**config.mk**
```make
export PLATFORM = sky130hd
export DESIGN_NAME = custom_alphabet_base64_encoder_unit_flat
export DESIGN_NICKNAME = d
export VERILOG_FILES = /design/src/cab64_pkg.sv /design/src/cab64_if.sv /design/src/cab64_pack.sv /design/src/cab64_ser.sv /design/src/custom_alphabet_base64_encoder_unit.sv /design/src/flat_wrapper.sv
export SDC_FILE = /design/constraint.sdc
export NUM_CORES = 1
export LEC_CHECK = 0
export ABC_AREA = 1
export BUFFER_PORTS_ARGS = -buffer_cell sky130_fd_sc_hd__buf_4
export CAP_MARGIN = 15
export CORE_MARGIN = 4
export CORE_UTILIZATION = 40
export CTS_BUF_LIST = sky130_fd_sc_hd__clkbuf_4 sky130_fd_sc_hd__clkbuf_8 sky130_fd_sc_hd__clkbuf_16
export CTS_CLUSTER_DIAMETER = 80
export DETAILED_ROUTE_END_ITERATION = 8
export HOLD_SLACK_MARGIN = 0.06
export PLACE_DENSITY = 0.59
export SLEW_MARGIN = 20
export SYNTH_ARGS = -nofsm -noshare
export SYNTH_HDL_FRONTEND = slang
export SYNTH_SLANG_ARGS = --single-unit
```
**constraint.sdc**
```tcl
create_clock -name clk_i -period 5.71 [get_ports clk_i]
set_clock_uncertainty 0.15 [all_clocks]
set_input_delay 1.142 -clock clk_i [delete_from_list [all_inputs] [get_ports clk_i]]
set_output_delay 1.142 -clock clk_i [all_outputs]
set_load 0.05 [all_outputs]
```
**src/cab64_pkg.sv**
```systemverilog
// ----------------------------------------------------------------------------
// cab64_pkg: shared definitions for the shuffled-alphabet Base64 encoder
// Holds the symbol alphabet, padding code, group sizes and the group type
// passed from the packing stage to the symbol serialiser.
// ----------------------------------------------------------------------------
package cab64_pkg;

  localparam int unsigned SymW      = 8;
  localparam int unsigned SextetW   = 6;
  localparam int unsigned GroupSyms = 4;
  localparam int unsigned IdxW      = $clog2(GroupSyms);

  localparam logic [IdxW-1:0] LastIdx   = IdxW'(GroupSyms - 1);
  localparam logic [SymW-1:0] PadSymbol = 8'h3D;

  // Character k of the alphabet sits at bits [(63-k)*8 +: 8].
  localparam logic [64*SymW-1:0] Alphabet =
    "9+#FvwxNG78pqrghijCDEWXy4oAd56kQHlmBuOPYz0cstef1IJKLM23ZabnRSTUV";

  // Four symbols of one request, entry 0 leaves first.
  typedef struct packed {
    logic [GroupSyms-1:0][SymW-1:0] sym;
    logic                           fin;
  } cab64_grp_t;

  // Map a sextet to its ASCII symbol; 63 - s equals ~s on six bits.
  function automatic logic [SymW-1:0] sym_of(logic [SextetW-1:0] s);
    return Alphabet[{~s, 3'b000} +: SymW];
  endfunction

endpackage

```
**src/cab64_if.sv**
```systemverilog
// ----------------------------------------------------------------------------
// cab64_if: request channels of the shuffled-alphabet Base64 encoder
// Byte channel in, symbol channel out, both valid/ready.
// ----------------------------------------------------------------------------
interface cab64_in_if;
  logic       valid;
  logic       ready;
  logic [7:0] data_byte;
  logic       final_byte;

  modport source (output valid, data_byte, final_byte, input ready);
  modport sink   (input valid, data_byte, final_byte, output ready);
endinterface

interface cab64_out_if;
  logic       valid;
  logic       ready;
  logic [7:0] symbol;
  logic       run_last;
  logic       stream_done;

  modport source (output valid, symbol, run_last, stream_done, input ready);
  modport sink   (input valid, symbol, run_last, stream_done, output ready);
endinterface

```
**src/cab64_pack.sv**
```systemverilog
// ----------------------------------------------------------------------------
// cab64_pack: byte collection and symbol group formation
// Holds up to two pending bytes and registers a four-symbol group whenever a
// byte completes a triple or ends the stream with a tail to pad.
// ----------------------------------------------------------------------------
module cab64_pack (
  input  logic                   clk_i,
  input  logic                   rst_ni,
  cab64_in_if.sink               in_i,
  output logic                   grp_valid_o,
  output cab64_pkg::cab64_grp_t  grp_o,
  input  logic                   grp_take_i
);

  logic [15:0]           pend_q, pend_d;
  logic [1:0]            cnt_q, cnt_d;
  logic                  grp_valid_q, grp_valid_d;
  cab64_pkg::cab64_grp_t grp_q, grp_d;

  logic        accept;
  logic        emit;
  logic [23:0] word;
  logic [15:0] pend_next;
  logic [1:0]  cnt_next;

  assign in_i.ready = !grp_valid_q || grp_take_i;
  assign accept     = in_i.valid && in_i.ready;

  always_comb begin
    word      = {pend_q, in_i.data_byte};
    pend_next = {pend_q[7:0], in_i.data_byte};
    cnt_next  = cnt_q + 2'd1;
    emit      = 1'b0;
    grp_d     = grp_q;
    pend_d    = pend_q;
    cnt_d     = cnt_q;

    grp_d.fin = in_i.final_byte;
    if (cnt_q[1]) begin
      // Triple complete: middle sextets swapped.
      emit          = 1'b1;
      grp_d.sym[0]  = cab64_pkg::sym_of(word[23:18]);
      grp_d.sym[1]  = cab64_pkg::sym_of(word[11:6]);
      grp_d.sym[2]  = cab64_pkg::sym_of(word[17:12]);
      grp_d.sym[3]  = cab64_pkg::sym_of(word[5:0]);
      pend_d        = '0;
      cnt_d         = '0;
    end else if (in_i.final_byte) begin
      emit   = 1'b1;
      pend_d = '0;
      cnt_d  = '0;
      if (cnt_next == 2'd1) begin
        grp_d.sym[0] = cab64_pkg::sym_of(pend_next[7:2]);
        grp_d.sym[1] = cab64_pkg::sym_of({pend_next[1:0], 4'b0000});
        grp_d.sym[2] = cab64_pkg::PadSymbol;
        grp_d.sym[3] = cab64_pkg::PadSymbol;
      end else begin
        grp_d.sym[0] = cab64_pkg::sym_of(pend_next[15:10]);
        grp_d.sym[1] = cab64_pkg::sym_of(pend_next[9:4]);
        grp_d.sym[2] = cab64_pkg::sym_of({pend_next[3:0], 2'b00});
        grp_d.sym[3] = cab64_pkg::PadSymbol;
      end
    end else begin
      pend_d = pend_next;
      cnt_d  = cnt_next;
    end

    if (!accept) begin
      pend_d = pend_q;
      cnt_d  = cnt_q;
      grp_d  = grp_q;
    end

    if (accept && emit) begin
      grp_valid_d = 1'b1;
    end else if (grp_take_i) begin
      grp_valid_d = 1'b0;
    end else begin
      grp_valid_d = grp_valid_q;
    end
  end

  always_ff @(posedge clk_i or negedge rst_ni) begin
    if (!rst_ni) begin
      pend_q      <= '0;
      cnt_q       <= '0;
      grp_valid_q <= 1'b0;
    end else begin
      pend_q      <= pend_d;
      cnt_q       <= cnt_d;
      grp_valid_q <= grp_valid_d;
    end
  end

  always_ff @(posedge clk_i) begin
    grp_q <= grp_d;
  end

  assign grp_valid_o = grp_valid_q;
  assign grp_o       = grp_q;

endmodule

```
**src/cab64_ser.sv**
```systemverilog
// ----------------------------------------------------------------------------
// cab64_ser: symbol serialiser
// Takes one four-symbol group and presents its symbols one per request.
// ----------------------------------------------------------------------------
module cab64_ser (
  input  logic                   clk_i,
  input  logic                   rst_ni,
  input  logic                   grp_valid_i,
  input  cab64_pkg::cab64_grp_t  grp_i,
  output logic                   grp_take_o,
  cab64_out_if.source            out_o
);

  logic                                                     busy_q, busy_d;
  logic [cab64_pkg::IdxW-1:0]                               idx_q, idx_d;
  logic [cab64_pkg::GroupSyms-1:0][cab64_pkg::SymW-1:0]     sym_q, sym_d;
  logic                                                     fin_q, fin_d;

  logic fire;
  logic at_last;
  logic free;

  assign at_last    = (idx_q == cab64_pkg::LastIdx);
  assign fire       = busy_q && out_o.ready;
  assign free       = !busy_q || (fire && at_last);
  assign grp_take_o = grp_valid_i && free;

  assign out_o.valid       = busy_q;
  assign out_o.symbol      = sym_q[idx_q];
  assign out_o.run_last    = at_last;
  assign out_o.stream_done = at_last && fin_q;

  always_comb begin
    busy_d = busy_q;
    idx_d  = idx_q;
    sym_d  = sym_q;
    fin_d  = fin_q;
    if (grp_take_o) begin
      busy_d = 1'b1;
      idx_d  = '0;
      sym_d  = grp_i.sym;
      fin_d  = grp_i.fin;
    end else if (fire) begin
      if (at_last) begin
        busy_d = 1'b0;
      end else begin
        idx_d = idx_q + 1'b1;
      end
    end
  end

  always_ff @(posedge clk_i or negedge rst_ni) begin
    if (!rst_ni) begin
      busy_q <= 1'b0;
      idx_q  <= '0;
    end else begin
      busy_q <= busy_d;
      idx_q  <= idx_d;
    end
  end

  always_ff @(posedge clk_i) begin
    sym_q <= sym_d;
    fin_q <= fin_d;
  end

endmodule

```
**src/custom_alphabet_base64_encoder_unit.sv**
```systemverilog
// ----------------------------------------------------------------------------
// custom_alphabet_base64_encoder_unit: shuffled-alphabet Base64 encoder
// Bytes in, ASCII symbols out, one request per cycle each side unless stalled.
// ----------------------------------------------------------------------------
// A byte that neither completes a triple nor ends the stream is taken and
// produces nothing. A byte that completes a triple produces four
// symbols with the two middle sextets swapped; a final byte that leaves one
// or two bytes pending produces the tail in normal sextet order padded with
// '=' to four symbols. run_last marks the fourth symbol of each group and
// stream_done marks it too when the group closes the stream. After a final
// byte the unit starts a fresh stream. Throughput is set by the output port,
// which moves one symbol per cycle while ready is high; a triple of bytes
// becomes four output symbols, and a byte is taken every cycle while the
// group register is free. An emitting byte travels to the output through
// the group register, then the serialiser.
// ----------------------------------------------------------------------------
module custom_alphabet_base64_encoder_unit (
  input  logic         clk_i,
  input  logic         rst_ni,
  cab64_in_if.sink     in_i,
  cab64_out_if.source  out_o
);

  logic                  grp_valid;
  logic                  grp_take;
  cab64_pkg::cab64_grp_t grp;

  // Collect bytes and form a registered group of four symbols.
  cab64_pack u_pack (
    .clk_i       (clk_i),
    .rst_ni      (rst_ni),
    .in_i        (in_i),
    .grp_valid_o (grp_valid),
    .grp_o       (grp),
    .grp_take_i  (grp_take)
  );

  // Hand the group out one symbol per request; take the next group on the
  // cycle its last symbol leaves.
  cab64_ser u_ser (
    .clk_i       (clk_i),
    .rst_ni      (rst_ni),
    .grp_valid_i (grp_valid),
    .grp_i       (grp),
    .grp_take_o  (grp_take),
    .out_o       (out_o)
  );

endmodule
```
**src/flat_wrapper.sv**
```systemverilog
// flat-port wrapper written by rule: the top's interface ports become plain ports
module custom_alphabet_base64_encoder_unit_flat 
  (clk_i, rst_ni, in_i_valid, in_i_data_byte, in_i_final_byte, in_i_ready, out_o_valid, out_o_symbol, out_o_run_last, out_o_stream_done, out_o_ready);
  cab64_in_if in_i_i ();
  cab64_out_if out_o_i ();
  input  logic clk_i;
  input  logic rst_ni;
  input wire logic [$bits(in_i_i.valid)-1:0] in_i_valid;
  input wire logic [$bits(in_i_i.data_byte)-1:0] in_i_data_byte;
  input wire logic [$bits(in_i_i.final_byte)-1:0] in_i_final_byte;
  output wire logic [$bits(in_i_i.ready)-1:0] in_i_ready;
  output wire logic [$bits(out_o_i.valid)-1:0] out_o_valid;
  output wire logic [$bits(out_o_i.symbol)-1:0] out_o_symbol;
  output wire logic [$bits(out_o_i.run_last)-1:0] out_o_run_last;
  output wire logic [$bits(out_o_i.stream_done)-1:0] out_o_stream_done;
  input wire logic [$bits(out_o_i.ready)-1:0] out_o_ready;
  assign in_i_i.valid = in_i_valid;
  assign in_i_i.data_byte = in_i_data_byte;
  assign in_i_i.final_byte = in_i_final_byte;
  assign in_i_ready = in_i_i.ready;
  assign out_o_valid = out_o_i.valid;
  assign out_o_symbol = out_o_i.symbol;
  assign out_o_run_last = out_o_i.run_last;
  assign out_o_stream_done = out_o_i.stream_done;
  assign out_o_i.ready = out_o_ready;
  custom_alphabet_base64_encoder_unit u_core (.clk_i(clk_i), .rst_ni(rst_ni), .in_i(in_i_i), .out_o(out_o_i));
endmodule
```
Yosys cells after proc, flatten, opt, wreduce, memory -nomap -nowiden

Index checks and enable logic that the tools add are counted.

Flip-flop bits (word level): 88
Input bits: 13
Output and inout port bits: 12
Word-level logic and storage cells: 75

Add/subtract/negate cells: 2
$lt $le $gt $ge: 1
Equality and inequality tests: 3
Shift-type cells: 9
Multiplexer cells: 19
Bitwise gates (word level): 9
Reduce and logical (&&, ||, !) cells: 17

Operators by type and width:

| operator                  | number |
|---|---|
| $shiftx 512x10->8 const A | 9 |
| $mux 32                   | 2 |
| $not 6->6                 | 9 |
| $mux 16                   | 2 |
| $mux 24                   | 1 |
| $bmux 8 s2                | 1 |
| $mux 2                    | 5 |
| $mux 8                    | 1 |
| $reduce_bool 2->1         | 4 |
| $mux 1                    | 7 |
| $logic_and 1x1->1         | 6 |
| $reduce_and 2->1          | 3 |
| $add 2x1->2 const B       | 2 |
| $lt 2x3->1 const B        | 1 |
| $eq 2x1->1 const B        | 1 |
| $eq 2x2->1 const B        | 1 |
| $logic_not 1->1           | 2 |
| $logic_or 1x1->1          | 2 |
| $ne 2x1->1 const B        | 1 |

Logic depth before layout (Yosys ltp)

Depth in word-level cells: 8
Gate-level depth with buffers: 21
Depth with buffers taken out: 17

Cells and area by module

A second synthesis with hierarchy kept.

Cells, all modules: 961
Area, all modules: 6797.8 µm²

Modules (own cells, without submodules):

| module     | times used | cells an instance | area an instance (µm²) | sequential area each (µm²) |
|---|---|---|---|---|
| cab64_pack | 1          | 836               | 5276.3                 | 1346.3 |
| cab64_ser  | 1          | 125               | 1521.5                 | 1066.0 |

Worst setup path after synthesis

Ideal clock, no wire load.

Path kind: input to register
Start: in out_o_ready
End: reg u_core.u_pack.grp_q (netlist bit u_core.u_pack.grp_o[10]) (enable)
Library setup time: 0.413 ns
Arrival time: 3.140 ns
Data required time: 5.147 ns
Slack: 2.007 ns
Stages: 6
Buffers on the path: 0
Cells stage by stage: nor2_1 nor2_1 inv_1 nand2_1 nand2_2 nor2_1

Longest elaborated chain between the ends: 7

Ends and longest elaborated chain:

| item                              | RTL line           | source |
|---|---|---|
| start: declaration                | flat_wrapper.sv:16 | `input wire logic [$bits(out_o_i.ready)-1:0] out_o_ready;` |
| $logic_and 1x1->1                 | cab64_ser.sv:24    | `assign fire = busy_q && out_o.ready;` |
| $logic_and 1x1->1                 | cab64_ser.sv:25    | `assign free = !busy_q \|\| (fire && at_last);` |
| $logic_or 1x1->1                  | cab64_ser.sv:25    |  |
| $logic_and 1x1->1                 | cab64_ser.sv:26    | `assign grp_take_o = grp_valid_i && free;` |
| $logic_or 1x1->1                  | cab64_pack.sv:26   | `assign in_i.ready = !grp_valid_q \|\| grp_take_i;` |
| net in_i_ready                    | flat_wrapper.sv:11 | `output wire logic [$bits(in_i_i.ready)-1:0] in_i_ready;` |
| $logic_and 1x1->1                 | cab64_pack.sv:27   | `assign accept = in_i.valid && in_i.ready;` |
| $reduce_and 2->1 (no source line) | --                 |  |
| end signal: assignment            | cab64_pack.sv:96   | `grp_q <= grp_d;` |
| end: declaration                  | cab64_pack.sv:18   | `cab64_pkg::cab64_grp_t grp_q, grp_d;` |

The timed path passes the listed nets, and every way through them passes these cells.
A chain may end at the register's enable or synchronous reset.

Final worst setup path

Start: reg u_core.u_pack.cnt_q[1]
End: reg u_core.u_pack.grp_q (netlist bit u_core.u_pack.grp_o[6]) (data pin)

Longest elaborated chain between the ends: 5

Ends and longest elaborated chain:

| item                     | RTL line         | source |
|---|---|---|
| start: declaration       | cab64_pack.sv:16 | `logic [1:0] cnt_q, cnt_d;` |
| start signal: assignment | cab64_pack.sv:90 | `cnt_q <= cnt_d;` |
| $add 2x1->2              | cab64_pack.sv:32 | `cnt_next = cnt_q + 2'd1;` |
| $eq 2x1->1               | cab64_pack.sv:52 | `if (cnt_next == 2'd1) begin` |
| $mux 24                  | cab64_pack.sv:52 |  |
| $mux 32                  | cab64_pack.sv:48 | `end else if (in_i.final_byte) begin` |
| $mux 32 (*)              | cab64_pack.sv:39 | `if (cnt_q[1]) begin` |

Every way passes the cells marked *; elsewhere a longest branch is shown, timed or not. The select of a mux whose other input is x is not followed.

==> out/results.tsv <==
stage	metric	value	unit
synth	synthesized flop and latch total	80	
cts	cts hold-fix bufs	0	
die	die height	135	um
worst_hold_path	Worst Hold Path Cells	0	
synth	Post-synth EDFFs	58	
sta	Final Hold Fails	0	
synth	Post-Syn Nets	950	
sta	Final Slew Violations	0	
die	num rows	46	
routing	Post-route DRC	0	
cts	# clock sinks	80	
synth	largest family of logic cells by synthesized area	simple AND/OR/NAND/NOR gates	
sta	fmax	0.269	GHz
die	io pins	25	
sta	Period Utilization, post-route	65.1	%
global_routing	GR Overflow Total	0	
critical_path	crit end category	flip-flop	
routing	Initial DRC Count	715	
sta	worst slew pin tran	1.10	ns
critical_path	critical-path maximum fanout	28	
die	die width	135	um
sta	unrepaired setup endpoints after global routing	no	
critical_path	R2R depth	14	
die	core box area	0.0158	mm2
cells_and_area	diodes inserted	0	
critical_path	Startpoint Class	flip-flop	
critical_path	worst reg2reg endpoint	u_core.u_pack.grp_o[6]	
global_routing	Tot GR Track Use	19.8	%
cells_and_area	layout cells sized above 1	8.15	%
critical_path	reg-to-reg startpoint	u_core.u_pack.cnt_q[1]	
routing	Vias per Instance	5.61	
routing	routed via count	6238	
flow_run	maxcap violations	0	
synth	Adder-Cell Fraction of Synth Area	6.81	%
synth	Syn Inst Count	902	
critical_path	R2R Setup Slk	1.99	ns
critical_path	CP Data Arrival Time	3.65	ns
cts	setup bufs post-CTS	0	
cts	CTS tree	done	
routing	post-route antenna net violation count	0	
synth	Seq/Total Area, Yosys	35.6	%
routing	DR pass1 iterations	6	
global_routing	vias in the first global route	5654	
routing	WL final	18000	um
routing	Wirelength per Cell	16.2	um
sta	crit path time final	3.72	ns
sta	# setup viols final	0	
synth	post-synthesis xor/xnor area fraction	0	%
sta	slew margin rel.	26.4	%
place	hpwl dp	12900	um
die	Initial Utilization	40.7	%
cts	H-tree lvl count	3	
cts	register clock-pin slew on the reported worst setup and hold paths	0.06	ns
run_status	status	complete, no violations	
global_routing	initial antenna violation count	0	
synth	Syn Std Cell Area	0.00643	mm2
critical_path	crit path kind	flip-flop to flip-flop	
cells_and_area	Nets	939	
cts	total CTS buffers	9	
critical_path	CP Data Required Time	5.64	ns
global_routing	first-pass GRT wire length	29200	um
cts	worst skew pair latency	0.32	ns
synth	mux cell area share after synthesis	0	%
synth	Post-synth top flop	edfxtp_1	
cts	Bufs on Longest Clock Path	2	
synth	Distinct cells, synth	46	
synth	Yosys warning count	0	
synth	fraction of registers with async set/reset	27.5	%
place	IO Port Bufs	23	
worst_hold_path	Worst Hold Launch	u_core.u_pack.grp_o[11]	
cts	root buf cell	clkbuf_16	
synth	syn_area_per_cell	7.13	um2
synth	Simple-Gate Fraction of Synth Area	30.9	%
worst_hold_path	Worst Hold End	u_core.u_ser.sym_q[10]	
worst_hold_path	Hold/Removal Path Class	flip-flop to flip-flop	
sta	setup TNS	0	ns
die	Die ar.	0.0182	mm2
cells_and_area	P&R area growth vs syn	7.58	%
cts	CTS resizes	0	
synth	Compound-Gate Fraction of Synth Area	17.8	%
global_routing	largest net degree at the start of global routing	29	
place	Final Wtd Congestion	0.921	
## through the flow
step	utilization [%]	instances	cell area, um2	hold WS [ns]	setup slack, ns
2_1_floorplan	-	902	6430	0.250	2.01
3_3_place_gp	41.9	1096	6630	0.252	2.19
3_5_place_dp	41.9	1096	6630	0.255	2.06
4_1_cts	43.7	1112	6920	0.263	2.06
5_1_grt	43.7	1112	6920	0.271	1.77
6_report	43.7	1112	6920	0.260	1.99
## cells in the mapped netlist, drive strengths merged (3+ instances only)
cell type | instances | area, um2
edfxtp | 58 | 1740
nand4 | 5 | 31.3
inv | 75 | 289
a31oi | 8 | 50.1
buf | 34 | 224
o211ai | 16 | 120
nand2 | 281 | 1070
nor2 | 65 | 251
a21oi | 34 | 189
clkbuf | 13 | 48.8
ha | 35 | 438
o221ai | 3 | 26.3
o22ai | 24 | 163
o21ai | 89 | 479
nand3 | 115 | 586
dfrtp | 22 | 551
nor3 | 7 | 35.0
## metal layers
| metal | track usage, % | part of all wire [%] | wire, um | up-vias |
|---|---|---|---|---|
| met2 | 29.1 | 44 | 7880 | 308 |
| met3 | 3.91 | 8.3 | 1490 | 34 |
| li1 | - | - | - | 3047 |
| met4 | 5.83 | 1.8 | 326 | 0 |
| met5 | 0 | 0 | 0 | - |
| met1 | 29.4 | 46 | 8270 | 2849 |
## registers in the layout, summed over array words and instances (netlist names)
signal	flops
u_core.u_pack.pend_q	16
u_core.u_pack.grp_o	29
u_core.u_ser.out_o.valid	1
u_core.u_pack.grp_valid_o	1
u_core.u_ser.fin_q	1
u_core.u_pack.cnt_q	2
u_core.u_ser.sym_q	28
u_core.u_ser.idx_q	2
## worst max path at each step
stage                                       from                       to  cells after the start
after detailed placement  u_core.u_pack.cnt_q[1]   u_core.u_pack.grp_o[4]                     14
after global placement    u_core.u_pack.cnt_q[1]   u_core.u_pack.grp_o[4]                     14
final                     u_core.u_pack.cnt_q[1]   u_core.u_pack.grp_o[6]                     14
after floorplan                      out_o_ready  u_core.u_pack.grp_o[10]                      6
after CTS                 u_core.u_pack.cnt_q[1]   u_core.u_pack.grp_o[4]                     14
after global routing      u_core.u_pack.cnt_q[1]  u_core.u_pack.grp_o[12]                     10
## cell type report
cell class | instances | area [um2]
Clock buffer | 11 | 240
Clock inverter | 5 | 57.6
Fill cell | 1611 | 8900
Inverter | 77 | 297
Multi-Input combinational cell | 698 | 3580
Sequential cell | 80 | 2290
Tap cell | 216 | 270
Timing Repair Buffer | 25 | 188
## cell families after synthesis
family,count (synthesis)
compound gates,187
simple gates,475
buf+inv,124
other cells,1
flops,80
fa+ha+maj,35
## cell usage in the layout, fill, tap and decap left out, types with 3 or more instances in the layout
| master | n |
|---|---|
| nand2_1 | 277 |
| nand3_1 | 113 |
| o21ai_0 | 79 |
| inv_1 | 66 |
| nor2_1 | 62 |
| edfxtp_1 | 58 |
| ha_1 | 35 |
| a21oi_1 | 31 |
| buf_4 | 25 |
| o22ai_1 | 22 |
| dfrtp_1 | 22 |
| o211ai_1 | 16 |
| clkbuf_16 | 9 |
| inv_2 | 8 |
| a31oi_1 | 8 |
| nor3_1 | 7 |
| o21ai_1 | 5 |
| nand4_1 | 5 |
| nand2_2 | 3 |
| o21ai_2 | 3 |
| o221ai_1 | 3 |
| clkinvlp_4 | 3 |
## critical path, stage by stage (launching register included)
cell	delay, ns
dfrtp_1	1.07
inv_8	0.22
ha_1	0.42
inv_2	0.18
nand2_1	0.08
nand2_1	0.07
nand2_1	0.05
nand2_1	0.21
ha_1	0.30
nand3_1	0.19
nor2_1	0.09
nor2_1	0.16
o21ai_0	0.11
nand3_1	0.10
nand2_1	0.05
Power is not shown: default switching activity piles up to over one toggle a cycle in this logic, so the estimate is an artifact.
